## src/hw/rtl/gripper_pd_force_controller_top_assert.svh

```systemverilog
// Assertion macros shared by the gripper force controller RTL.
`ifndef GRIPPER_PD_FORCE_CONTROLLER_TOP_ASSERT_SVH
`define GRIPPER_PD_FORCE_CONTROLLER_TOP_ASSERT_SVH

// Property that must hold at every clock edge out of reset.
`define GPFC_ASSERT(label, clk, rst, prop, msg) \
   label: assert property (@(posedge clk) disable iff (rst) (prop)) else $error(msg);

// Consequent checked in the cycle after the antecedent.
`define GPFC_ASSERT_NEXT(label, clk, rst, ante, cons, msg) \
   label: assert property (@(posedge clk) disable iff (rst) (ante) |=> (cons)) else $error(msg);

`endif

```

## src/hw/rtl/gpfc_pkg.sv

```systemverilog
`default_nettype none

package gpfc_pkg;

   localparam int FIELD_W    = 32;
   localparam int LIMIT_W    = 31;
   localparam int GRIP_W     = 31;
   localparam int GAIN_W     = 32;
   localparam int FRAC_W     = 16;
   localparam int CSR_IDX_W  = 3;
   localparam int CSR_DATA_W = 32;

   // internal widths, each large enough that nothing wraps
   localparam int W_SUM    = FIELD_W + 2;
   localparam int W_PP     = W_SUM + FRAC_W + 1;
   localparam int W_TERM   = W_PP + 1;
   localparam int W_CD     = W_TERM + 1;
   localparam int W_LR     = W_CD + 1;
   localparam int GRIP_X_W = LIMIT_W + 1;

   localparam logic [LIMIT_W-1:0] DEFAULT_LIMIT_RST = LIMIT_W'(65536);

   localparam int NUM_STAGES = 7;
   localparam int STG_IN     = 0;
   localparam int STG_PP     = 1;
   localparam int STG_TERM   = 2;
   localparam int STG_SUM    = 3;
   localparam int STG_CLAMP  = 4;
   localparam int STG_COMB   = 5;
   localparam int STG_OUT    = 6;

   typedef enum logic [CSR_IDX_W-1:0] {
      CSR_CMD_STIFF  = 3'd0,
      CSR_CMD_DAMP   = 3'd1,
      CSR_CON_STIFF  = 3'd2,
      CSR_CON_DAMP   = 3'd3,
      CSR_DEF_LIMIT  = 3'd4
   } csr_index_type;

   typedef struct packed {
      logic [NUM_STAGES-1:0] valid;
      logic [NUM_STAGES-1:0] load;
   } pipe_ctl_type;

   function automatic logic signed [W_SUM-1:0] sext_sum(input logic signed [FIELD_W-1:0] x);
      sext_sum = W_SUM'(x);
   endfunction

endpackage

`default_nettype wire

```

## src/hw/rtl/gpfc_pipe_ctl.sv

```systemverilog
`default_nettype none
`include "gripper_pd_force_controller_top_assert.svh"

module gpfc_pipe_ctl (
   input  logic                  clock,
   input  logic                  reset,
   input  logic                  req_valid,
   output logic                  req_stall,
   output logic                  rsp_valid,
   input  logic                  rsp_stall,
   output gpfc_pkg::pipe_ctl_type ctl
);
   import gpfc_pkg::*;

   logic [NUM_STAGES-1:0] valid_ff;
   logic [NUM_STAGES-1:0] valid_in;
   logic [NUM_STAGES-1:0] load;
   logic                  acc_beat;
   logic                  del_beat;

   // a stage loads when empty or when the stage after it moves
   always_comb begin
      load[NUM_STAGES-1] = !valid_ff[NUM_STAGES-1] || !rsp_stall;
      for (int i = NUM_STAGES - 2; i >= 0; i--) begin
         load[i] = !valid_ff[i] || load[i+1];
      end
      valid_in[0] = load[0] ? req_valid : valid_ff[0];
      for (int i = 1; i < NUM_STAGES; i++) begin
         valid_in[i] = load[i] ? valid_ff[i-1] : valid_ff[i];
      end
   end

   always_ff @(posedge clock) begin
      if (reset) begin
         valid_ff <= '0;
      end else begin
         valid_ff <= valid_in;
      end
   end

   assign req_stall = !load[0];
   assign rsp_valid = valid_ff[NUM_STAGES-1];
   assign ctl.valid = valid_ff;
   assign ctl.load  = load;
   assign acc_beat  = req_valid && load[0];
   assign del_beat  = valid_ff[NUM_STAGES-1] && !rsp_stall;

   `GPFC_ASSERT(a_full_stall, clock, reset, ((&valid_ff) && rsp_stall) |-> req_stall, "pipe full and stalled but input not stalled")
   `GPFC_ASSERT_NEXT(a_accept_enters, clock, reset, acc_beat, valid_ff[STG_IN], "accepted beat missing from first stage")
   `GPFC_ASSERT_NEXT(a_count, clock, reset, 1'b1, $countones(valid_ff) == $past($countones(valid_ff)) + $past(acc_beat) - $past(del_beat), "beats lost or duplicated in pipe")

endmodule

`default_nettype wire

```

## config.mk

```make
export PLATFORM = sky130hd
export DESIGN_NAME = gpfc_pipe_ctl
export DESIGN_NICKNAME = d
export VERILOG_FILES = /design/src/hw/rtl/gpfc_pkg.sv /design/src/hw/rtl/gpfc_pipe_ctl.sv
export VERILOG_INCLUDE_DIRS = /design/src /design/src/hw/rtl
export SDC_FILE = /design/constraint.sdc
export NUM_CORES = 1
export LEC_CHECK = 0
export ABC_CLOCK_PERIOD_IN_PS = 2800
export BUFFER_PORTS_ARGS = -buffer_cell sky130_fd_sc_hd__buf_2
export CAP_MARGIN = 30
export CORE_AREA = 2 2 39 41
export DETAILED_ROUTE_END_ITERATION = 12
export DIE_AREA = 0 0 41 43
export SLEW_MARGIN = 30
export SYNTH_ARGS = -nofsm -noshare
export SYNTH_HDL_FRONTEND = slang
export SYNTH_SLANG_ARGS = --single-unit
```

## constraint.sdc

```tcl
create_clock -name clock -period 2.8 [get_ports clock]
set_input_delay 0.28 -clock clock [delete_from_list [all_inputs] [get_ports clock]]
set_output_delay 0.28 -clock clock [all_outputs]
set_load 0.01 [all_outputs]
```

==> results.py <==
metrics = {
    "routing": {
        "vias": 288,
        "post_drt_via_cell_ratio": 4.11,
        "wl_per_cell_um": 9.20,
        "post-route-drc-count": 0,
        "drtIter0Drc": 0,
        "ant_nets": 0,
        "drt_pre_antenna_iters": 1,
        "wl_final_um": 644,
    },
    "cells_and_area": {
        "design_area_um2": 427,
        "largest_register_ffs": 7,
        "area.growth.synth_to_final_pct": 40.3,
        "layout_top_registers": "valid_ff (7)",
        "largest_register": "valid_ff",
        "antennaDiodeCount": 0,
        "layout-drive-gt1-share": 0.500,
        "nNetsFinal": 59,
    },
    "timing": {
        "hold_viol_final": 0,
        "setup-tns-final_ns": 0,
        "worst-slew-pin-transition_ns": 0.243,
        "rsz0062_at_grt": "false",
        "skew_ns": 0.00101,
        "min_period_over_period": 0.549,
        "setup_violations": 0,
        "final_max_slew_viol_count": 0,
        "max_freq_mhz": 651,
        "max-slew-margin-rel": 0.838,
        "finalCriticalPeriod_ns": 1.54,
    },
    "logic_synthesis": {
        "synth.area.top_cells": "sky130_fd_sc_hd__dfxtp_1, sky130_fd_sc_hd__a21oi_1, sky130_fd_sc_hd__inv_1, sky130_fd_sc_hd__nand4_4, sky130_fd_sc_hd__nand3_4",
        "seq_area_frac_synth": 0.461,
        "synthesis.area_per_instance_um2": 9.21,
        "netlist.top_cell.by_area": "sky130_fd_sc_hd__dfxtp_1",
        "yosys_warnings": 0,
        "yosysUniqueCellTypes": 13,
        "synth_area_um2": 304,
        "yosys.cell_count.top_type": "sky130_fd_sc_hd__dfxtp_1",
        "synth_nets": 37,
        "syn-instance-count": 33,
        "synth-edff-count": 0,
        "synthDominantCellAreaShare": 0.461,
        "synthFlopType": "sky130_fd_sc_hd__dfxtp_1",
        "share_of_async_settable_or_async_resettable_flops_after_synthesis": 0,
        "synth_common_cells": "sky130_fd_sc_hd__dfxtp_1, sky130_fd_sc_hd__inv_1, sky130_fd_sc_hd__a21oi_1",
        "ys_seq_elements": 7,
    },
    "cts": {
        "cts-resized-gates": 0,
        "ctsLongestPathBuffers": 2,
        "cts_root_buf": "sky130_fd_sc_hd__clkbuf_4",
        "cts_buffers": 3,
        "cts-htree-levels": 1,
        "clock_tree_from_tritoncts": "done",
        "cts.reportedPaths.clkPinSlew_ns": 0.05,
        "holdBufCountCts": 0,
        "clkLatencyLatePin_ns": 0.25,
        "cts.sinks": 7,
        "post-cts-setup-buffer-count": 0,
    },
    "grt": {
        "grt_start_max_net_pins": 9,
        "globalRoute.totalOverflow": 0,
        "grt_pass1_wl_um": 938,
        "grt_antenna_before_repair": 0,
        "first_global_vias": 256,
        "overall_fraction_of_global_route_tracks_in_use": 0.0855,
    },
    "run_status": {
        "run_status": "completed",
    },
    "place": {
        "placed_cell_area_um2": 400,
        "port-buffer-count": 19,
        "place_hpwl_um": 518,
        "gpl.final_weighted_congestion": 0.677,
    },
    "floorplan": {
        "die_h_um": 43,
        "die-width_um": 41,
        "row_count": 14,
        "initial_cell_density_of_the_core": 0.220,
        "io_pins": 20,
        "floorplan.core_area_um2": 1380,
        "floorplan.die_area_um2": 1760,
    },
    "flow_run": {
        "max_cap_violations": 0,
    },
    "critical_path": {
        "end_kind": "primary output",
        "cp.required_ns": 2.52,
        "setup.worst_path.class": "reg -> out",
        "critical_path_arrival_ns": 1.26,
        "worst_setup_path_start_kind": "flip-flop",
        "crit_path_max_fanout": 6,
    },
    "power": {
        "peakVddDrop_uv": 157,
        "ratio_of_total_power_to_cell_area_nw_per_um2": 480,
        "leakage_uw": 0.000207,
    },
    "min_path": {
        "hold_path_class": "in -> reg",
    },
}
==> area by class of cell <==
| class | count | area (um2) |
|---|---|---|
| tap | 16 | 20.0 |
| multi-input combinational | 18 | 123 |
| sequential | 7 | 140 |
| fill | 169 | 957 |
| timing repair buffer | 19 | 95.1 |
| clock buffer | 4 | 26.3 |
| inverter | 6 | 22.5 |
==> stage by stage <==
stage	cells	utilization	setup slack (ns)	power, uW	hold slack [ns]
final	70	0.308	1.26	205	0.268
after CTS	70	0.308	1.25	210	0.257
after global routing	70	0.308	1.19	214	0.268
after floorplan	33	-	1.57	110	0.342
after global placement	66	0.289	1.53	117	0.465
after detailed placement	66	0.289	1.53	117	0.468
==> placed cells by master, fill, tap and decap left out, types with 3 or more instances in the layout <==
| cell | n |
|---|---|
| sky130_fd_sc_hd__a21oi_1 | 5 |
| sky130_fd_sc_hd__inv_1 | 6 |
| sky130_fd_sc_hd__nor2_1 | 4 |
| sky130_fd_sc_hd__nand2_1 | 3 |
| sky130_fd_sc_hd__buf_2 | 19 |
| sky130_fd_sc_hd__dfxtp_1 | 7 |
| sky130_fd_sc_hd__clkbuf_4 | 3 |
==> layer usage <==
| metal | GRT usage | vias up | part of all wire |
|---|---|---|---|
| met2 | 0.109 | 13 | 0.48 |
| met1 | 0.0939 | 128 | 0.42 |
| met3 | 0.0314 | 0 | 0.096 |
| met5 | 0 | - | 0 |
| li1 | - | 147 | - |
| met4 | 0.100 | 0 | 0 |
==> report_power, final <==
group | switching, uW | total (uW) | internal (uW)
registers | 2.71 | 105 | 102
clock network | 36.1 | 90.5 | 54.3
logic | 5.37 | 9.71 | 4.34
total | 44.2 | 205 | 161
==> worst max-delay path, cell delays in order (launching register included) <==
cell and delay, ns:
sky130_fd_sc_hd__dfxtp_1 0.45, sky130_fd_sc_hd__and4_4 0.29, sky130_fd_sc_hd__nand3_4 0.09, sky130_fd_sc_hd__inv_1 0.06, sky130_fd_sc_hd__buf_2 0.12
==> kinds of logic (layout without fill, tap and decap cells) <==
family | Yosys count | count (layout) | share of synthesized area
and+or+nand+nor | 12 | 12 | 0.292
buffers and inverters | 8 | 29 | 0.136
DFF | 7 | 7 | 0.461
AOI/OAI and AO/OA | 6 | 6 | 0.111
==> worst paths after layout <==
check         startpoint          end  slack, ns  depth (start not counted)
min            req_valid  valid_ff[0]       0.27                          3
max          valid_ff[4]    req_stall       1.26                          4
min reg2reg  valid_ff[1]  valid_ff[2]       0.47                          2
max reg2reg  valid_ff[4]  valid_ff[0]       1.77                          3
No activity file was read; power rests on OpenSTA's default activity.
