**src/hw/rtl/gripper_pd_force_controller_top_assert.svh**
```systemverilog
// Assertion macros shared by the gripper force controller RTL.
`ifndef GRIPPER_PD_FORCE_CONTROLLER_TOP_ASSERT_SVH
`define GRIPPER_PD_FORCE_CONTROLLER_TOP_ASSERT_SVH

// Property that must hold at every clock edge out of reset.
`define GPFC_ASSERT(label, clk, rst, prop, msg) \
   label: assert property (@(posedge clk) disable iff (rst) (prop)) else $error(msg);

// Consequent checked in the cycle after the antecedent.
`define GPFC_ASSERT_NEXT(label, clk, rst, ante, cons, msg) \
   label: assert property (@(posedge clk) disable iff (rst) (ante) |=> (cons)) else $error(msg);

`endif

```
**src/hw/rtl/gpfc_pkg.sv**
```systemverilog
`default_nettype none

package gpfc_pkg;

   localparam int FIELD_W    = 32;
   localparam int LIMIT_W    = 31;
   localparam int GRIP_W     = 31;
   localparam int GAIN_W     = 32;
   localparam int FRAC_W     = 16;
   localparam int CSR_IDX_W  = 3;
   localparam int CSR_DATA_W = 32;

   // internal widths, each large enough that nothing wraps
   localparam int W_SUM    = FIELD_W + 2;
   localparam int W_PP     = W_SUM + FRAC_W + 1;
   localparam int W_TERM   = W_PP + 1;
   localparam int W_CD     = W_TERM + 1;
   localparam int W_LR     = W_CD + 1;
   localparam int GRIP_X_W = LIMIT_W + 1;

   localparam logic [LIMIT_W-1:0] DEFAULT_LIMIT_RST = LIMIT_W'(65536);

   localparam int NUM_STAGES = 7;
   localparam int STG_IN     = 0;
   localparam int STG_PP     = 1;
   localparam int STG_TERM   = 2;
   localparam int STG_SUM    = 3;
   localparam int STG_CLAMP  = 4;
   localparam int STG_COMB   = 5;
   localparam int STG_OUT    = 6;

   typedef enum logic [CSR_IDX_W-1:0] {
      CSR_CMD_STIFF  = 3'd0,
      CSR_CMD_DAMP   = 3'd1,
      CSR_CON_STIFF  = 3'd2,
      CSR_CON_DAMP   = 3'd3,
      CSR_DEF_LIMIT  = 3'd4
   } csr_index_type;

   typedef struct packed {
      logic [NUM_STAGES-1:0] valid;
      logic [NUM_STAGES-1:0] load;
   } pipe_ctl_type;

   function automatic logic signed [W_SUM-1:0] sext_sum(input logic signed [FIELD_W-1:0] x);
      sext_sum = W_SUM'(x);
   endfunction

endpackage

`default_nettype wire

```
**src/hw/rtl/gpfc_gain_mul.sv**
```systemverilog
`default_nettype none

module gpfc_gain_mul (
   input  logic                                  clock,
   input  gpfc_pkg::pipe_ctl_type                ctl,
   input  logic [gpfc_pkg::GAIN_W-1:0]           gain,
   input  logic signed [gpfc_pkg::W_SUM-1:0]     operand,
   output logic signed [gpfc_pkg::W_TERM-1:0]    term
);
   import gpfc_pkg::*;

   logic signed [FRAC_W:0]   gain_hi;
   logic signed [FRAC_W:0]   gain_lo;
   logic signed [W_PP-1:0]   pp_hi_in;
   logic signed [W_PP-1:0]   pp_lo_in;
   logic signed [W_PP-1:0]   pp_hi_ff;
   logic signed [W_PP-1:0]   pp_lo_ff;
   logic signed [W_PP-1:0]   pp_lo_sh;
   logic signed [W_TERM-1:0] term_in;
   logic signed [W_TERM-1:0] term_ff;

   // floor(gain * x / 2^16) = hi * x + floor(lo * x / 2^16)
   assign gain_hi  = $signed({1'b0, gain[GAIN_W-1:FRAC_W]});
   assign gain_lo  = $signed({1'b0, gain[FRAC_W-1:0]});
   assign pp_hi_in = gain_hi * operand;
   assign pp_lo_in = gain_lo * operand;
   assign pp_lo_sh = pp_lo_ff >>> FRAC_W;
   assign term_in  = W_TERM'(pp_hi_ff) + W_TERM'(pp_lo_sh);

   always_ff @(posedge clock) begin
      if (ctl.load[STG_PP]) begin
         pp_hi_ff <= pp_hi_in;
         pp_lo_ff <= pp_lo_in;
      end
      if (ctl.load[STG_TERM]) begin
         term_ff <= term_in;
      end
   end

   assign term = term_ff;

endmodule

`default_nettype wire

```
**config.mk**
```make
export PLATFORM = sky130hd
export DESIGN_NAME = gpfc_gain_mul
export DESIGN_NICKNAME = d
export VERILOG_FILES = /design/src/hw/rtl/gripper_pd_force_controller_top_assert.svh /design/src/hw/rtl/gpfc_pkg.sv /design/src/hw/rtl/gpfc_gain_mul.sv
export SDC_FILE = /design/constraint.sdc
export NUM_CORES = 2
export LEC_CHECK = 0
export BUFFER_PORTS_ARGS = -buffer_cell sky130_fd_sc_hd__buf_2
export CORE_MARGIN = 2
export CORE_UTILIZATION = 24
export DETAILED_ROUTE_END_ITERATION = 7
export GPL_TIMING_DRIVEN = 0
export PLACE_DENSITY_LB_ADDON = 0.3
export SYNTH_ARGS = -nofsm -noshare
export SYNTH_HDL_FRONTEND = slang
export SYNTH_SLANG_ARGS = --single-unit
```
**constraint.sdc**
```tcl
create_clock -name clock -period 14 [get_ports clock]
set_clock_uncertainty 0.1 [all_clocks]
set_input_delay 1.4 -clock clock [delete_from_list [all_inputs] [get_ports clock]]
set_output_delay 1.4 -clock clock [all_outputs]
set_load 0.05 [all_outputs]
```
==> impl_metrics.json <==
{
  "worst_slew_margin_rel": 0.157,
  "drt_wl_total_um": 149000,
  "via_count_of_the_first_global_routing_pass": 35500,
  "final_nets": 6276,
  "synth-async-reset-ratio": 0,
  "vias_per_std_cell": 4.45,
  "detailroute.wirelength.met2_um": 71300,
  "area_delta_synth_final_pct": 9.53,
  "tightest_slew_ns": 1.23,
  "run_status": "finished, final reports clean",
  "post_synth_instance_area_um2": 44000,
  "post_synth.cell_area_avg_um2": 9.28,
  "syn_inst": 4738,
  "crit_slowest_cell": "a31oi_1",
  "dr_total_vias": 32400,
  "clockBufferDepth": 2,
  "maxClockFrequency_mhz": 102,
  "number_of_drc_markers_after_the_initial_detailed_route_iteration": 2057,
  "core_area_um2": 182000,
  "timing.critical_path.buf_inv": 7,
  "die_area_um2": 187000,
  "timing.critical_path.from_type": "input port",
  "cp_cell_sequence": "clkbuf_1 -> clkbuf_1 -> nand2_1 -> fa_1 -> inv_1 -> fa_1 -> inv_1 -> fa_1 -> inv_1 -> fa_1 -> fa_1 -> inv_1 -> fa_1 -> inv_1 -> ha_1 -> a21o_1 -> a21oi_1 -> nand4_1 -> a31oi_1 -> a211oi_1 -> o21ai_1 -> nand2_1 -> a21o_1 -> xor2_1",
  "ios": 133,
  "yosysMostFrequentCell": "inv_1",
  "synth_top_cells_by_area": "fa_1 (47%), inv_1 (10%), edfxtp_1 (9.4%)",
  "postRouteAntennaNets": 0,
  "drc": 0,
  "tritoncts": "done",
  "setup-tns-final_ns": 0,
  "final_max_slew_viol_count": 0,
  "synth.lib_cells_used.distinct": 67,
  "cp_delay_by_family_top": "adder cells",
  "routed_wire_length_per_instance_um": 20.4,
  "worst-endpoint-arrival_ns": 9.88,
  "clock-sinks": 138,
  "drt_pass1_iterations": 5,
  "globalplace.congestion": 0.932,
  "synth_top_cells_by_count": "inv_1 (1,192), fa_1 (1,033), nand2_1 (745)",
  "post_cts.resized_instances": 0,
  "critPathKind": "input port to flip-flop",
  "wire_length_of_the_first_global_routing_pass_um": 227000,
  "met3RoutedLength_um": 9730,
  "wl_met1_um": 61300,
  "hpwlAfterDp_um": 129000,
  "die_w_um": 432,
  "netlist.area_leader.share": 0.470,
  "drive_gt1_frac": 0.0342,
  "synth_seq_cells": 138,
  "grt-ovfl-total": 0,
  "start_util": 0.241,
  "post-route-min-period_ns": 9.83,
  "finalCritPeriodShare": 0.702,
  "hold_viol_final": 0,
  "ctsRootBufferMaster": "clkbuf_16",
  "syn-num-nets": 6143,
  "end_kind": "flip-flop",
  "timing.hold.worst.class": "flip-flop to flip-flop",
  "critical-path-top-cell-by-count": "fa_1",
  "number_of_antenna_violations_at_the_first_check_in_global_routing": 46,
  "insertion_delay_ns": 0.48,
  "htree_num_levels": 4,
  "unrepaired_setup_endpoints_after_global_routing": "false",
  "clock_edge_transition_at_the_registers_on_the_reported_setup_and_hold_paths_ns": 0.06,
  "grt_use_total": 0.165,
  "crit_fanout": 10,
  "placementRows": 157,
  "yosys_warnings": 0,
  "synth-seq-area-share": 0.0943,
  "cts.hold.buffers_added": 0,
  "dominantRegCellSynth": "edfxtp_1",
  "cp_slowest_stage_delay_ns": 0.89,
  "number_of_flops_mapped_to_enable_cells_by_yosys": 138,
  "cap_violations": 0,
  "dieHeight_um": 432,
  "post-cts-setup-buffers": 0,
  "synth_top_area_cell": "fa_1",
  "cts_made_buffers": 17,
  "port-buffer-count": 113,
  "top_layer_used": "met5",
  "grt_max_degree": 73,
  "finalSetupViolations": 0,
  "cp_data_required_time_ns": 14.05
}
==> placed cells by master (no fill, tap or decap), drive strengths merged, types with 8 or more instances in the layout <==
| master | synthesis | layout |
|---|---|---|
| inv | 1192 | 1196 |
| fa | 1033 | 1033 |
| nand2 | 745 | 745 |
| and2 | 398 | 398 |
| ha | 291 | 291 |
| clkbuf | 213 | 232 |
| edfxtp | 138 | 138 |
| a21oi | 131 | 131 |
| buf | 2 | 116 |
| xnor2 | 91 | 91 |
| a21o | 86 | 86 |
| o21ai | 63 | 63 |
| nor2 | 51 | 51 |
| xor2 | 41 | 41 |
| o21a | 23 | 23 |
| o21bai | 23 | 23 |
| nand3 | 22 | 22 |
| and3 | 19 | 19 |
| a31oi | 18 | 18 |
| nor3 | 17 | 17 |
| nand4 | 16 | 16 |
| diode | 0 | 13 |
| nand2b | 13 | 13 |
| o211ai | 13 | 13 |
| nor2b | 13 | 13 |
| a211oi | 10 | 10 |
| o31ai | 8 | 8 |
==> path summary, 6_finish.rpt <==
kind              slack [ns]      endpoint          from  depth (start not counted)
setup / recovery        4.17  pp_lo_ff[47]       gain[9]                         24
hold reg to reg         0.45       term[0]  pp_lo_ff[16]                          1
setup reg to reg        9.25      term[49]  pp_hi_ff[15]                         11
hold / removal          0.45       term[0]  pp_lo_ff[16]                          1
==> registers in the layout (all words and copies together) (netlist names) <==
register	cells
pp_hi_ff	51
pp_lo_ff	35
term	52
==> metrics by stage <==
stage	hold slack, ns	instance area, um2	util	cells	setup WS [ns]
floorplan	0.413	44000	-	4738	6.43
global placement	0.444	47500	0.260	7236	3.67
detailed placement	0.440	47500	0.260	7237	3.64
CTS	0.455	48100	0.264	7269	4.13
global route	0.484	48100	0.264	7277	3.80
finish	0.451	48100	0.264	7282	4.17
==> worst reg2reg max path, stage by stage (launching register included) <==
cell and delay [ns]:
edfxtp_1 0.36, ha_1 0.27, buf_2 0.19, o21ai_0 0.11, a2111oi_0 1.08, nand4_1 0.58, a311oi_1 0.72, a221o_1 0.35
or2_2 0.23, a31oi_1 0.17, o21ai_0 0.24, xor2_1 0.09
==> cells by family (layout without fill, tap and decap cells) <==
family,count (synthesis),after routing,share of synthesized area
AO/OA/AOI/OAI,425,425,0.0651
other,0,13,0
adder cells (fa/ha/maj),1324,1324,0.553
AND/OR/NAND/NOR,1312,1312,0.141
XOR/XNOR,132,132,0.0263
buffers and inverters,1407,1553,0.120
flip-flops,138,138,0.0943
==> cell type report <==
type / instances / area [um2]
fill: 19700 / 134000
multi-input combinational: 3193 / 34500
inverter: 1192 / 4470
sequential: 138 / 4140
tap: 2385 / 2980
buffer: 215 / 810
timing repair buffer: 114 / 598
clock buffer: 19 / 433
clock inverter: 13 / 143
antenna: 13 / 32.5
==> per-layer routing <==
metal  GRT usage  vias to the layer above
li1            -                    14300
met3      0.0280                      257
met1       0.209                    16900
met4      0.0693                       30
met5           0                        -
met2       0.277                      985
Power is left out: the tool's default activity adds up to more than one toggle a clock period on the data nets, which glitch-free logic cannot reach.
