$ cat config.mk
export PLATFORM = sky130hd
export DESIGN_NAME = gpfc_out
export DESIGN_NICKNAME = d
export VERILOG_FILES = /design/src/hw/rtl/gpfc_pkg.sv /design/src/hw/rtl/gpfc_out.sv
export VERILOG_INCLUDE_DIRS = /design/src /design/src/hw/rtl
export SDC_FILE = /design/constraint.sdc
export NUM_CORES = 1
export LEC_CHECK = 0
export BUFFER_PORTS_ARGS = -buffer_cell sky130_fd_sc_hd__buf_2
export CAP_MARGIN = 0
export CORE_MARGIN = 2
export CORE_UTILIZATION = 50
export CTS_CLUSTER_DIAMETER = 50
export DETAILED_ROUTE_END_ITERATION = 10
export PLACE_DENSITY = 0.7
export SYNTH_ARGS = -nofsm -noshare
export SYNTH_HDL_FRONTEND = slang
export SYNTH_SLANG_ARGS = --single-unit
$ cat constraint.sdc
create_clock -name clock -period 6.7 [get_ports clock]
set_clock_uncertainty 0.2 [all_clocks]
set_input_delay 0.335 -clock clock [delete_from_list [all_inputs] [get_ports clock]]
set_output_delay 0.335 -clock clock [all_outputs]
set_load 0.005 [all_outputs]
$ cat src/hw/rtl/gripper_pd_force_controller_top_assert.svh
// Assertion macros shared by the gripper force controller RTL.
`ifndef GRIPPER_PD_FORCE_CONTROLLER_TOP_ASSERT_SVH
`define GRIPPER_PD_FORCE_CONTROLLER_TOP_ASSERT_SVH

// Property that must hold at every clock edge out of reset.
`define GPFC_ASSERT(label, clk, rst, prop, msg) \
   label: assert property (@(posedge clk) disable iff (rst) (prop)) else $error(msg);

// Consequent checked in the cycle after the antecedent.
`define GPFC_ASSERT_NEXT(label, clk, rst, ante, cons, msg) \
   label: assert property (@(posedge clk) disable iff (rst) (ante) |=> (cons)) else $error(msg);

`endif

$ cat src/hw/rtl/gpfc_pkg.sv
`default_nettype none

package gpfc_pkg;

   localparam int FIELD_W    = 32;
   localparam int LIMIT_W    = 31;
   localparam int GRIP_W     = 31;
   localparam int GAIN_W     = 32;
   localparam int FRAC_W     = 16;
   localparam int CSR_IDX_W  = 3;
   localparam int CSR_DATA_W = 32;

   // internal widths, each large enough that nothing wraps
   localparam int W_SUM    = FIELD_W + 2;
   localparam int W_PP     = W_SUM + FRAC_W + 1;
   localparam int W_TERM   = W_PP + 1;
   localparam int W_CD     = W_TERM + 1;
   localparam int W_LR     = W_CD + 1;
   localparam int GRIP_X_W = LIMIT_W + 1;

   localparam logic [LIMIT_W-1:0] DEFAULT_LIMIT_RST = LIMIT_W'(65536);

   localparam int NUM_STAGES = 7;
   localparam int STG_IN     = 0;
   localparam int STG_PP     = 1;
   localparam int STG_TERM   = 2;
   localparam int STG_SUM    = 3;
   localparam int STG_CLAMP  = 4;
   localparam int STG_COMB   = 5;
   localparam int STG_OUT    = 6;

   typedef enum logic [CSR_IDX_W-1:0] {
      CSR_CMD_STIFF  = 3'd0,
      CSR_CMD_DAMP   = 3'd1,
      CSR_CON_STIFF  = 3'd2,
      CSR_CON_DAMP   = 3'd3,
      CSR_DEF_LIMIT  = 3'd4
   } csr_index_type;

   typedef struct packed {
      logic [NUM_STAGES-1:0] valid;
      logic [NUM_STAGES-1:0] load;
   } pipe_ctl_type;

   function automatic logic signed [W_SUM-1:0] sext_sum(input logic signed [FIELD_W-1:0] x);
      sext_sum = W_SUM'(x);
   endfunction

endpackage

`default_nettype wire

$ cat src/hw/rtl/gpfc_out.sv
`default_nettype none
`include "gripper_pd_force_controller_top_assert.svh"

module gpfc_out #(
   parameter int DATA_WIDTH = 32
) (
   input  logic                                  clock,
   input  logic                                  reset,
   input  gpfc_pkg::pipe_ctl_type                ctl,
   input  logic signed [gpfc_pkg::W_TERM-1:0]    t_con_stiff,
   input  logic signed [gpfc_pkg::W_TERM-1:0]    t_con_damp,
   input  logic signed [gpfc_pkg::W_TERM-1:0]    t_cmd_stiff,
   input  logic signed [gpfc_pkg::W_TERM-1:0]    t_cmd_damp,
   input  logic [gpfc_pkg::LIMIT_W-1:0]          limit,
   output logic signed [gpfc_pkg::FIELD_W-1:0]   left_force,
   output logic signed [gpfc_pkg::FIELD_W-1:0]   right_force,
   output logic [gpfc_pkg::GRIP_W-1:0]           squeeze_force
);
   import gpfc_pkg::*;

   localparam int SAT_W = 66;
   localparam logic signed [SAT_W-1:0] SMAX = (SAT_W'(1) <<< (DATA_WIDTH - 1)) - SAT_W'(1);
   localparam logic signed [SAT_W-1:0] SMIN = ~SMAX;

   logic signed [W_CD-1:0]     common3_in, common3_ff;
   logic signed [W_CD-1:0]     diff3_in, diff3_ff;
   logic [LIMIT_W-1:0]         lim3_ff;
   logic signed [W_CD-1:0]     lim_x, lim_neg, diff_c;
   logic signed [W_CD-1:0]     hc4_in, hc4_ff, hd4_in, hd4_ff;
   logic signed [W_CD-1:0]     hd_mag;
   logic signed [W_LR-1:0]     left5_in, left5_ff, right5_in, right5_ff;
   logic [GRIP_X_W-1:0]        grip5_in, grip5_ff;
   logic signed [W_LR-1:0]     grip5_chk;
   logic signed [SAT_W-1:0]    left_x, right_x, grip_x;
   logic signed [SAT_W-1:0]    left_s, right_s, grip_s;
   logic signed [FIELD_W-1:0]  left6_in, left6_ff, right6_in, right6_ff;
   logic [GRIP_W-1:0]          grip6_in, grip6_ff;

   assign common3_in = -W_CD'(t_con_stiff) - W_CD'(t_con_damp);
   assign diff3_in   = W_CD'(t_cmd_stiff) + W_CD'(t_cmd_damp);

   assign lim_x   = $signed(W_CD'(lim3_ff));
   assign lim_neg = -lim_x;

   always_comb begin
      priority if (diff3_ff > lim_x) begin
         diff_c = lim_x;
      end else if (diff3_ff < lim_neg) begin
         diff_c = lim_neg;
      end else begin
         diff_c = diff3_ff;
      end
   end

   assign hd4_in = diff_c >>> 1;
   assign hc4_in = common3_ff >>> 1;

   assign left5_in  = W_LR'(hc4_ff) - W_LR'(hd4_ff);
   assign right5_in = W_LR'(hc4_ff) + W_LR'(hd4_ff);
   assign hd_mag    = hd4_ff[W_CD-1] ? -hd4_ff : hd4_ff;
   assign grip5_in  = {hd_mag[LIMIT_W-1:0], 1'b0};

   assign left_x  = SAT_W'(left5_ff);
   assign right_x = SAT_W'(right5_ff);
   assign grip_x  = $signed(SAT_W'(grip5_ff));
   assign left_s  = (left_x > SMAX) ? SMAX : ((left_x < SMIN) ? SMIN : left_x);
   assign right_s = (right_x > SMAX) ? SMAX : ((right_x < SMIN) ? SMIN : right_x);
   assign grip_s  = (grip_x > SMAX) ? SMAX : grip_x;
   assign left6_in  = left_s[FIELD_W-1:0];
   assign right6_in = right_s[FIELD_W-1:0];
   assign grip6_in  = grip_s[GRIP_W-1:0];

   always_ff @(posedge clock) begin
      if (ctl.load[STG_SUM]) begin
         common3_ff <= common3_in;
         diff3_ff   <= diff3_in;
         lim3_ff    <= limit;
      end
      if (ctl.load[STG_CLAMP]) begin
         hc4_ff <= hc4_in;
         hd4_ff <= hd4_in;
      end
      if (ctl.load[STG_COMB]) begin
         left5_ff  <= left5_in;
         right5_ff <= right5_in;
         grip5_ff  <= grip5_in;
      end
      if (ctl.load[STG_OUT]) begin
         left6_ff  <= left6_in;
         right6_ff <= right6_in;
         grip6_ff  <= grip6_in;
      end
   end

   assign left_force    = left6_ff;
   assign right_force   = right6_ff;
   assign squeeze_force = grip6_ff;

   assign grip5_chk = $signed(W_LR'(grip5_ff));

   `GPFC_ASSERT(a_hd_bound, clock, reset, ctl.valid[STG_CLAMP] |-> ((&hd4_ff[W_CD-1:LIMIT_W-1]) || !(|hd4_ff[W_CD-1:LIMIT_W-1])), "half difference exceeds limit range")
   `GPFC_ASSERT(a_grip_diff, clock, reset, ctl.valid[STG_COMB] |-> (((right5_ff - left5_ff) == grip5_chk) || ((left5_ff - right5_ff) == grip5_chk)), "grip is not the force difference")
   `GPFC_ASSERT_NEXT(a_grip_zero, clock, reset, ctl.valid[STG_CLAMP] && ctl.load[STG_COMB] && (hd4_ff == '0), grip5_ff == '0, "zero difference gave nonzero grip")

endmodule

`default_nettype wire
==> flow_summary.json, run 1 <==
{
  "syn_avg_cell_area_um2": 9.94,
  "synthTopCellsByCount": "sky130_fd_sc_hd__edfxtp_1, sky130_fd_sc_hd__ha_1, sky130_fd_sc_hd__inv_1",
  "grtUsageMet2_pct": 38.0,
  "clock_tree.root_cell": "sky130_fd_sc_hd__clkbuf_16",
  "clkLatencyLatePin_ps": 620,
  "gpl.final_weighted_congestion": 0.935,
  "critical_path.endpoint_type": "flip-flop",
  "synth_warnings": 0,
  "slew_violations": 0,
  "async_reset_ff_share_pct": 0,
  "cp_cell_sequence": "or4_1 -> nor3_1 -> and3b_1 -> nand3_1 -> nor2_1 -> ha_1 -> a21o_1 -> a21o_1 -> a21oi_1 -> o21ai_0 -> a221oi_2 -> mux2i_1 -> o21ai_4 -> buf_4 -> a21oi_1 -> o21a_1",
  "detailroute.via_count": 25582,
  "routedWlPerCell_um": 18.3,
  "hold_viol": 0,
  "tritoncts": "done",
  "antenna_left": 0,
  "yosysUniqueCellTypes": 87,
  "dr.first_iter.drc_count": 1750,
  "grt_pass1_wl_um": 129000,
  "critical_path_peak_fanout": 23,
  "seq_power_share_pct": 41.9,
  "synth_area_leaders": "sky130_fd_sc_hd__edfxtp_1, sky130_fd_sc_hd__ha_1, sky130_fd_sc_hd__xnor2_1, sky130_fd_sc_hd__a21oi_1, sky130_fd_sc_hd__inv_1",
  "post_cts_gate_resize_count": 0,
  "clock.fmax_mhz": 171,
  "diodes": 0,
  "clock_power_share_pct": 27.9,
  "cp.required_ps": 6970,
  "hold_start": "t_cmd_damp[51]",
  "relSlewSlack_pct": 25.1,
  "wl_um": 82100,
  "dp_hpwl_um": 65200,
  "clock_tree.htree_level_count": 2,
  "cts-root-to-sink-buffers": 3,
  "globalRouteMet1Util_pct": 34.9,
  "worst-slew-pin-transition_ps": 1120,
  "grt_use_total_pct": 24.1,
  "setup_slack_ps": 839,
  "cap_viol_max_count": 0,
  "yosys.area.top_type": "sky130_fd_sc_hd__edfxtp_1",
  "mappedNetlistArea_um2": 32400,
  "grt_max_degree": 92,
  "worstPathArrival_ps": 6130,
  "yosys.area.top_type_share_pct": 43.6,
  "floorplan.initialDensity_pct": 50.5,
  "cp_top_family": "simple AND/OR/NAND/NOR gates",
  "post-synth-top-count-cell": "sky130_fd_sc_hd__edfxtp_1",
  "syn2layout_area_growth_pct": 14.5,
  "ys.flop_type": "sky130_fd_sc_hd__edfxtp_1",
  "worstReg2RegStart": "lim3_ff[8]",
  "timing.reg2reg.setup_slack_ps": 840,
  "placed_cells": 4344,
  "outcome": "finished, final reports clean",
  "cpPeakStageDelay_ps": 690,
  "whs_ps": 24.7,
  "hold_class": "in2reg",
  "number_of_failing_setup_endpoints_in_the_final_timing_report": 0,
  "internal_power_w": 0.00683,
  "buffers_inserted_during_post_cts_setup_optimization": 0,
  "global_route.usage.met3_pct": 3.12,
  "cts_hold_buf": 46,
  "design.portCount": 350,
  "critical_path.startpoint_type": "flip-flop",
  "power_leakage_nw": 15.8,
  "drt_pass1_iterations": 5,
  "dieWidth_um": 259,
  "dieHeight_um": 259,
  "hold-path-cell-count": 3,
  "cts_inserted_buffers": 54,
  "core_region_area_um2": 64200,
  "crit_path_top_delay_cell": "sky130_fd_sc_hd__a21oi_1",
  "antenna_found_initial": 0,
  "min_cycle_time_layout_ps": 5860,
  "synth-edff-count": 471,
  "final_min_period_over_clock_period_pct": 87.5,
  "worstReg2RegEnd": "hd4_ff[40]",
  "instances_no_fill": 4490,
  "syn_inst": 3262,
  "reg2reg_depth": 16,
  "layout.filler_cells": 5648,
  "first_global_vias": 24012,
  "worst-path-buf-inv": 1,
  "grt_overflow": 0,
  "combinational_power_share_pct": 30.2,
  "hold-path-endpoint": "diff3_ff[51]",
  "yosys_register_bits": 471,
  "p_switching_w": 0.00336,
  "rsz_0062_raised_after_global_routing": "false",
  "rows": 93,
  "pre_cts_ws_ps": 955,
  "worst_ir_drop_vdd_v": 0.000209,
  "nets": 4193,
  "global_route.peak_usage_layer": "met2",
  "power.share.switching_pct": 33.0,
  "die-area_um2": 66900,
  "port-buffer-count": 338,
  "yosysSeqAreaShare_pct": 43.6,
  "vias_per_cell": 5.70,
  "post-route-drc-count": 0,
  "final.setup.tns_ps": 0,
  "clk_pin_slew_worst_paths_ps": 60,
  "worstSetupPathType": "reg2reg",
  "fraction_of_final_layout_cells_with_drive_strength_greater_than_1_pct": 14.3,
  "cts.sinks": 471,
  "mapped_nets": 3864,
  "power_per_cell_area_nw_per_um2": 275
}
==> cells in the final DEF, fill, tap and decap left out, drive strengths merged, types with 48 or more instances in the layout <==
cell type  count
a21o         100
clkbuf        62
nor3          57
nor2         219
nor4          48
edfxtp       471
ha           343
nand2        259
buf          358
inv          292
nand4         61
o21ai        167
a21oi        257
xnor2        198
nand3         69
==> power by group through the flow <==
stage | sequential (W) | combinational (W) | clock (W)
after floorplan | 0.00420 | 0.00215 | 0
after global placement | 0.00431 | 0.00298 | 0
after detailed placement | 0.00433 | 0.00301 | 0
after CTS | 0.00427 | 0.00305 | 0.00290
after global routing | 0.00433 | 0.00342 | 0.00302
final | 0.00427 | 0.00308 | 0.00284
==> metal layers <==
metal | part of all wire [%] | vias up
li1 | - | 12619
met1 | 46 | 11941
met2 | 45 | 888
met3 | 6.7 | 134
met4 | 2.6 | 0
met5 | 0 | -
==> cell type report <==
type	count	area (um2)	area share [%]
multi-input combinational	2376	16800	45.2
sequential	471	14100	38.1
timing repair buffer	404	2320	6.24
clock buffer	62	1400	3.78
tap	855	1070	2.88
inverter	284	1070	2.87
clock inverter	38	352	0.947
==> cell families after synthesis <==
family          count (synthesis)  share of synthesized area (%)
mux                             9                          0.286
simple gates                  904                           13.6
xor+xnor                      245                           6.62
buf+inv                       415                           4.85
fa+ha+maj                     347                           13.5
flops                         471                           43.6
compound gates                871                           17.5
==> how the worst max path moves through the flow <==
stage,start,slack (ps),cells past startpoint,end
6_report,lim3_ff[8],840,16,hd4_ff[40]
5_1_grt,lim3_ff[8],600,16,hd4_ff[48]
3_5_place_dp,lim3_ff[8],950,16,hd4_ff[40]
3_3_place_gp,lim3_ff[8],1050,18,hd4_ff[1]
4_1_cts,lim3_ff[8],910,16,hd4_ff[40]
2_1_floorplan,lim3_ff[1],1600,19,hd4_ff[40]
==> worst reg2reg max path, cell delays in order (launching register included) <==
cell and delay, ps:
sky130_fd_sc_hd__edfxtp_1 440, sky130_fd_sc_hd__or4_1 660, sky130_fd_sc_hd__nor3_1 480, sky130_fd_sc_hd__and3b_1 390, sky130_fd_sc_hd__nand3_1 410, sky130_fd_sc_hd__nor2_1 220, sky130_fd_sc_hd__ha_1 270, sky130_fd_sc_hd__a21o_1 180
sky130_fd_sc_hd__a21o_1 170, sky130_fd_sc_hd__a21oi_1 160, sky130_fd_sc_hd__o21ai_0 170, sky130_fd_sc_hd__a221oi_2 400, sky130_fd_sc_hd__mux2i_1 320, sky130_fd_sc_hd__o21ai_4 100, sky130_fd_sc_hd__buf_4 220, sky130_fd_sc_hd__a21oi_1 690
sky130_fd_sc_hd__o21a_1 230
==> registers in the layout (all words and copies together), names as in the netlist, 32 cells and up <==
name,cells
right_force,32
common3_ff,52
right5_ff,53
hd4_ff,52
left_force,32
diff3_ff,53
left5_ff,52
hc4_ff,52
==> metrics by stage <==
stage | power, W | instance area, um2 | utilization [%]
3_5_place_dp | 0.00734 | 34900 | 54.3
6_report | 0.0102 | 37100 | 57.8
3_3_place_gp | 0.00729 | 34900 | 54.3
2_1_floorplan | 0.00635 | 32400 | -
4_1_cts | 0.0102 | 37100 | 57.8
5_1_grt | 0.0108 | 37100 | 57.8
Power figures use the tool's default switching activity.
==> run 2, diff against run 1 <==
Settings changed: ABC_AREA from default to 1, PLACE_DENSITY 0.7 to 0.69.
==> run 2 against run 1 <==
Sequential cell count unchanged. Worst setup slack improved by 890 ps. Synthesized cell count grew 40%. Routed wire length is 41% higher. Area after synthesis increased by 11%. Register-to-register slack improved by 890 ps. Combinational power rose by 22%. Sequential power grew 2%. Critical path depth rose by 9. Hold slack improved by 3.6 ps. First-iteration DRC count grew 52%. Via count grew 25%. Largest cell class unchanged.
==> flow_summary.json, run 2 <==
{
  "die-area_um2": 73900,
  "floorplan.initialDensity_pct": 50.3,
  "yosysSeqAreaShare_pct": 39.4,
  "worstPathArrival_ps": 5080,
  "nets": 5537,
  "synth_top_family_by_area": "simple AND/OR/NAND/NOR gates",
  "detailroute.via_count": 32028,
  "worstReg2RegStart": "lim3_ff[0]",
  "grt_overflow": 0,
  "synth_xor_xnor_area_share_pct": 5.18,
  "wl_um": 116000,
  "clock_tree.htree_level_count": 2,
  "async_reset_ff_share_pct": 0,
  "clkLatencyLatePin_ps": 610,
  "cts_inserted_buffers": 52,
  "worstReg2RegEnd": "hd4_ff[40]",
  "core_region_area_um2": 71200,
  "layout.cells.most_common_list": "sky130_fd_sc_hd__nand2_1, sky130_fd_sc_hd__inv_1, sky130_fd_sc_hd__nor2_1, sky130_fd_sc_hd__edfxtp_1, sky130_fd_sc_hd__a21oi_1",
  "dr.first_iter.drc_count": 2654,
  "synth-edff-count": 471,
  "outcome": "finished, final reports clean",
  "rsz_0062_raised_after_global_routing": "false",
  "ys.flop_type": "sky130_fd_sc_hd__edfxtp_1",
  "syn_inst": 4580,
  "cp.required_ps": 6810,
  "yosys.area_share.simple_pct": 23.4,
  "first_global_vias": 30865,
  "antenna_left": 0,
  "crit_path_top_delay_cell": "sky130_fd_sc_hd__nand2_2",
  "cts-root-to-sink-buffers": 3,
  "syn_avg_cell_area_um2": 7.83,
  "gpl.final_weighted_congestion": 1.04,
  "fraction_of_final_layout_cells_with_drive_strength_greater_than_1_pct": 9.79,
  "slew_violations": 0,
  "relSlewSlack_pct": 25.3,
  "reg2reg_depth": 25,
  "synth_area_leaders": "sky130_fd_sc_hd__edfxtp_1, sky130_fd_sc_hd__ha_1, sky130_fd_sc_hd__nand2_1, sky130_fd_sc_hd__inv_1, sky130_fd_sc_hd__nor2_1",
  "port-buffer-count": 338,
  "dp_hpwl_um": 97600,
  "final_min_period_over_clock_period_pct": 74.2,
  "timing.critical_path.from": "lim3_ff[0]",
  "clock_tree.root_cell": "sky130_fd_sc_hd__clkbuf_16",
  "critical_path.endpoint_type": "flip-flop",
  "synthAdderAreaFrac_pct": 12.2,
  "grt_max_degree": 79,
  "yosysUniqueCellTypes": 48,
  "worst-slew-pin-transition_ps": 1120,
  "power_per_cell_area_nw_per_um2": 271,
  "min_cycle_time_layout_ps": 4970,
  "mapped_nets": 5182,
  "critical_path.startpoint_type": "flip-flop",
  "total_power_w": 0.0110,
  "mappedNetlistArea_um2": 35900,
  "commonest_non_fill_non_tap_cell_in_the_layout": "sky130_fd_sc_hd__nand2_1",
  "clock.fmax_mhz": 201,
  "final.setup.tns_ps": 0,
  "synth_warnings": 0,
  "setup.worst_path.end": "hd4_ff[40]",
  "power_leakage_nw": 18.7,
  "hold_viol": 0,
  "cap_viol_max_count": 0,
  "routedWlPerCell_um": 19.6,
  "yosys.area.top_type": "sky130_fd_sc_hd__edfxtp_1",
  "grt_use_total_pct": 31.2,
  "grt_pass1_wl_um": 177000,
  "worstSetupPathType": "reg2reg",
  "post-synth-top-count-cell": "sky130_fd_sc_hd__nand2_1",
  "crit_path_most_repeated_cell": "sky130_fd_sc_hd__nand2_1",
  "critical_path_peak_fanout": 53,
  "drt_pass1_iterations": 6,
  "vias_per_cell": 5.40,
  "tritoncts": "done",
  "hold_start": "t_cmd_stiff[2]",
  "synth.mux.area_fraction_pct": 0,
  "antenna_found_initial": 1,
  "dieWidth_um": 272,
  "clk_pin_slew_worst_paths_ps": 60,
  "number_of_failing_setup_endpoints_in_the_final_timing_report": 0,
  "rows": 98,
  "synthTopCellsByCount": "sky130_fd_sc_hd__nand2_1, sky130_fd_sc_hd__inv_1, sky130_fd_sc_hd__nor2_1",
  "timing.reg2reg.setup_slack_ps": 1730,
  "cts.sinks": 471,
  "design.portCount": 350,
  "worst_ir_drop_vdd_v": 0.000218,
  "hold_class": "in2reg",
  "yosys.area.top_type_share_pct": 39.4,
  "share_of_the_synthesized_area_in_compound_gates_ao_oa_aoi_oai_pct": 11.0,
  "hold-path-cell-count": 3,
  "yosys_register_bits": 471,
  "post_cts_gate_resize_count": 0,
  "post-route-drc-count": 0,
  "dieHeight_um": 272,
  "reg.largest.list": "diff3_ff: 53 flops, right5_ff: 53 flops",
  "cpPeakStageDelay_ps": 790,
  "syn2layout_area_growth_pct": 13.3
}
run 2: layout make-up:
type / count / area (um2)
tap: 950 / 1190
sequential: 471 / 14100
clock inverter: 36 / 430
multi-input combinational: 3286 / 18600
inverter: 734 / 2760
antenna: 1 / 2.50
clock buffer: 59 / 1330
timing repair buffer: 390 / 2190
fill: 6762 / 30600
run 2: critical path: cells and delay by family (launching register included):
kind,cells,cell delay (ps)
XOR/XNOR,1,200
flip-flops,1,390
adder cells (fa/ha/maj),2,470
AND/OR/NAND/NOR,15,2550
AO/OA/AOI/OAI,2,250
buffers and inverters,5,580
run 2: how the worst min path moves through the flow:
stage             endpoint
3_3_place_gp    hc4_ff[43]
5_1_grt        diff3_ff[5]
3_5_place_dp    hc4_ff[16]
6_report       diff3_ff[2]
2_1_floorplan    hc4_ff[0]
4_1_cts        diff3_ff[2]
run 2: cell families after synthesis:
group	after synthesis
xor gates and xnor gates	212
buffers and inverters	823
AOI/OAI and AO/OA	711
DFF	471
adders and majority gates	347
and+or+nand+nor	2016
run 2: timing repair:
item,4_1_cts,5_1_grt
hold buffers,40,0
endpoints found under the hold margin,82,0
setup buffers,0,0
run 2: per-stage QoR:
| stage | setup WS (ps) | instances | area (um2) | utilization [%] | hold slack, ps |
|---|---|---|---|---|---|
| global placement | 1870 | 5791 | 38500 | 54.0 | 203 |
| CTS | 1800 | 5926 | 40600 | 57.0 | 10.1 |
| floorplan | 3110 | 4580 | 35900 | - | 200 |
| global route | 1230 | 5926 | 40600 | 57.0 | 60.2 |
| finish | 1730 | 5927 | 40600 | 57.0 | 28.3 |
| detailed placement | 1820 | 5791 | 38500 | 54.0 | 205 |
run 2: report_power, final:
part / switching, W / internal (W) / total, W
clock network: 0.00122 / 0.00169 / 0.00290
logic: 0.00256 / 0.00119 / 0.00375
registers: 0.000360 / 0.00401 / 0.00437
run 2: metal layers:
layer	GRT usage, %	vias to the layer above	share of wire [%]
met3	3.35	230	6.1
met4	12.2	0	4.4
met5	0	-	0
li1	-	15880	-
met2	52.0	1193	46
met1	41.6	14725	43
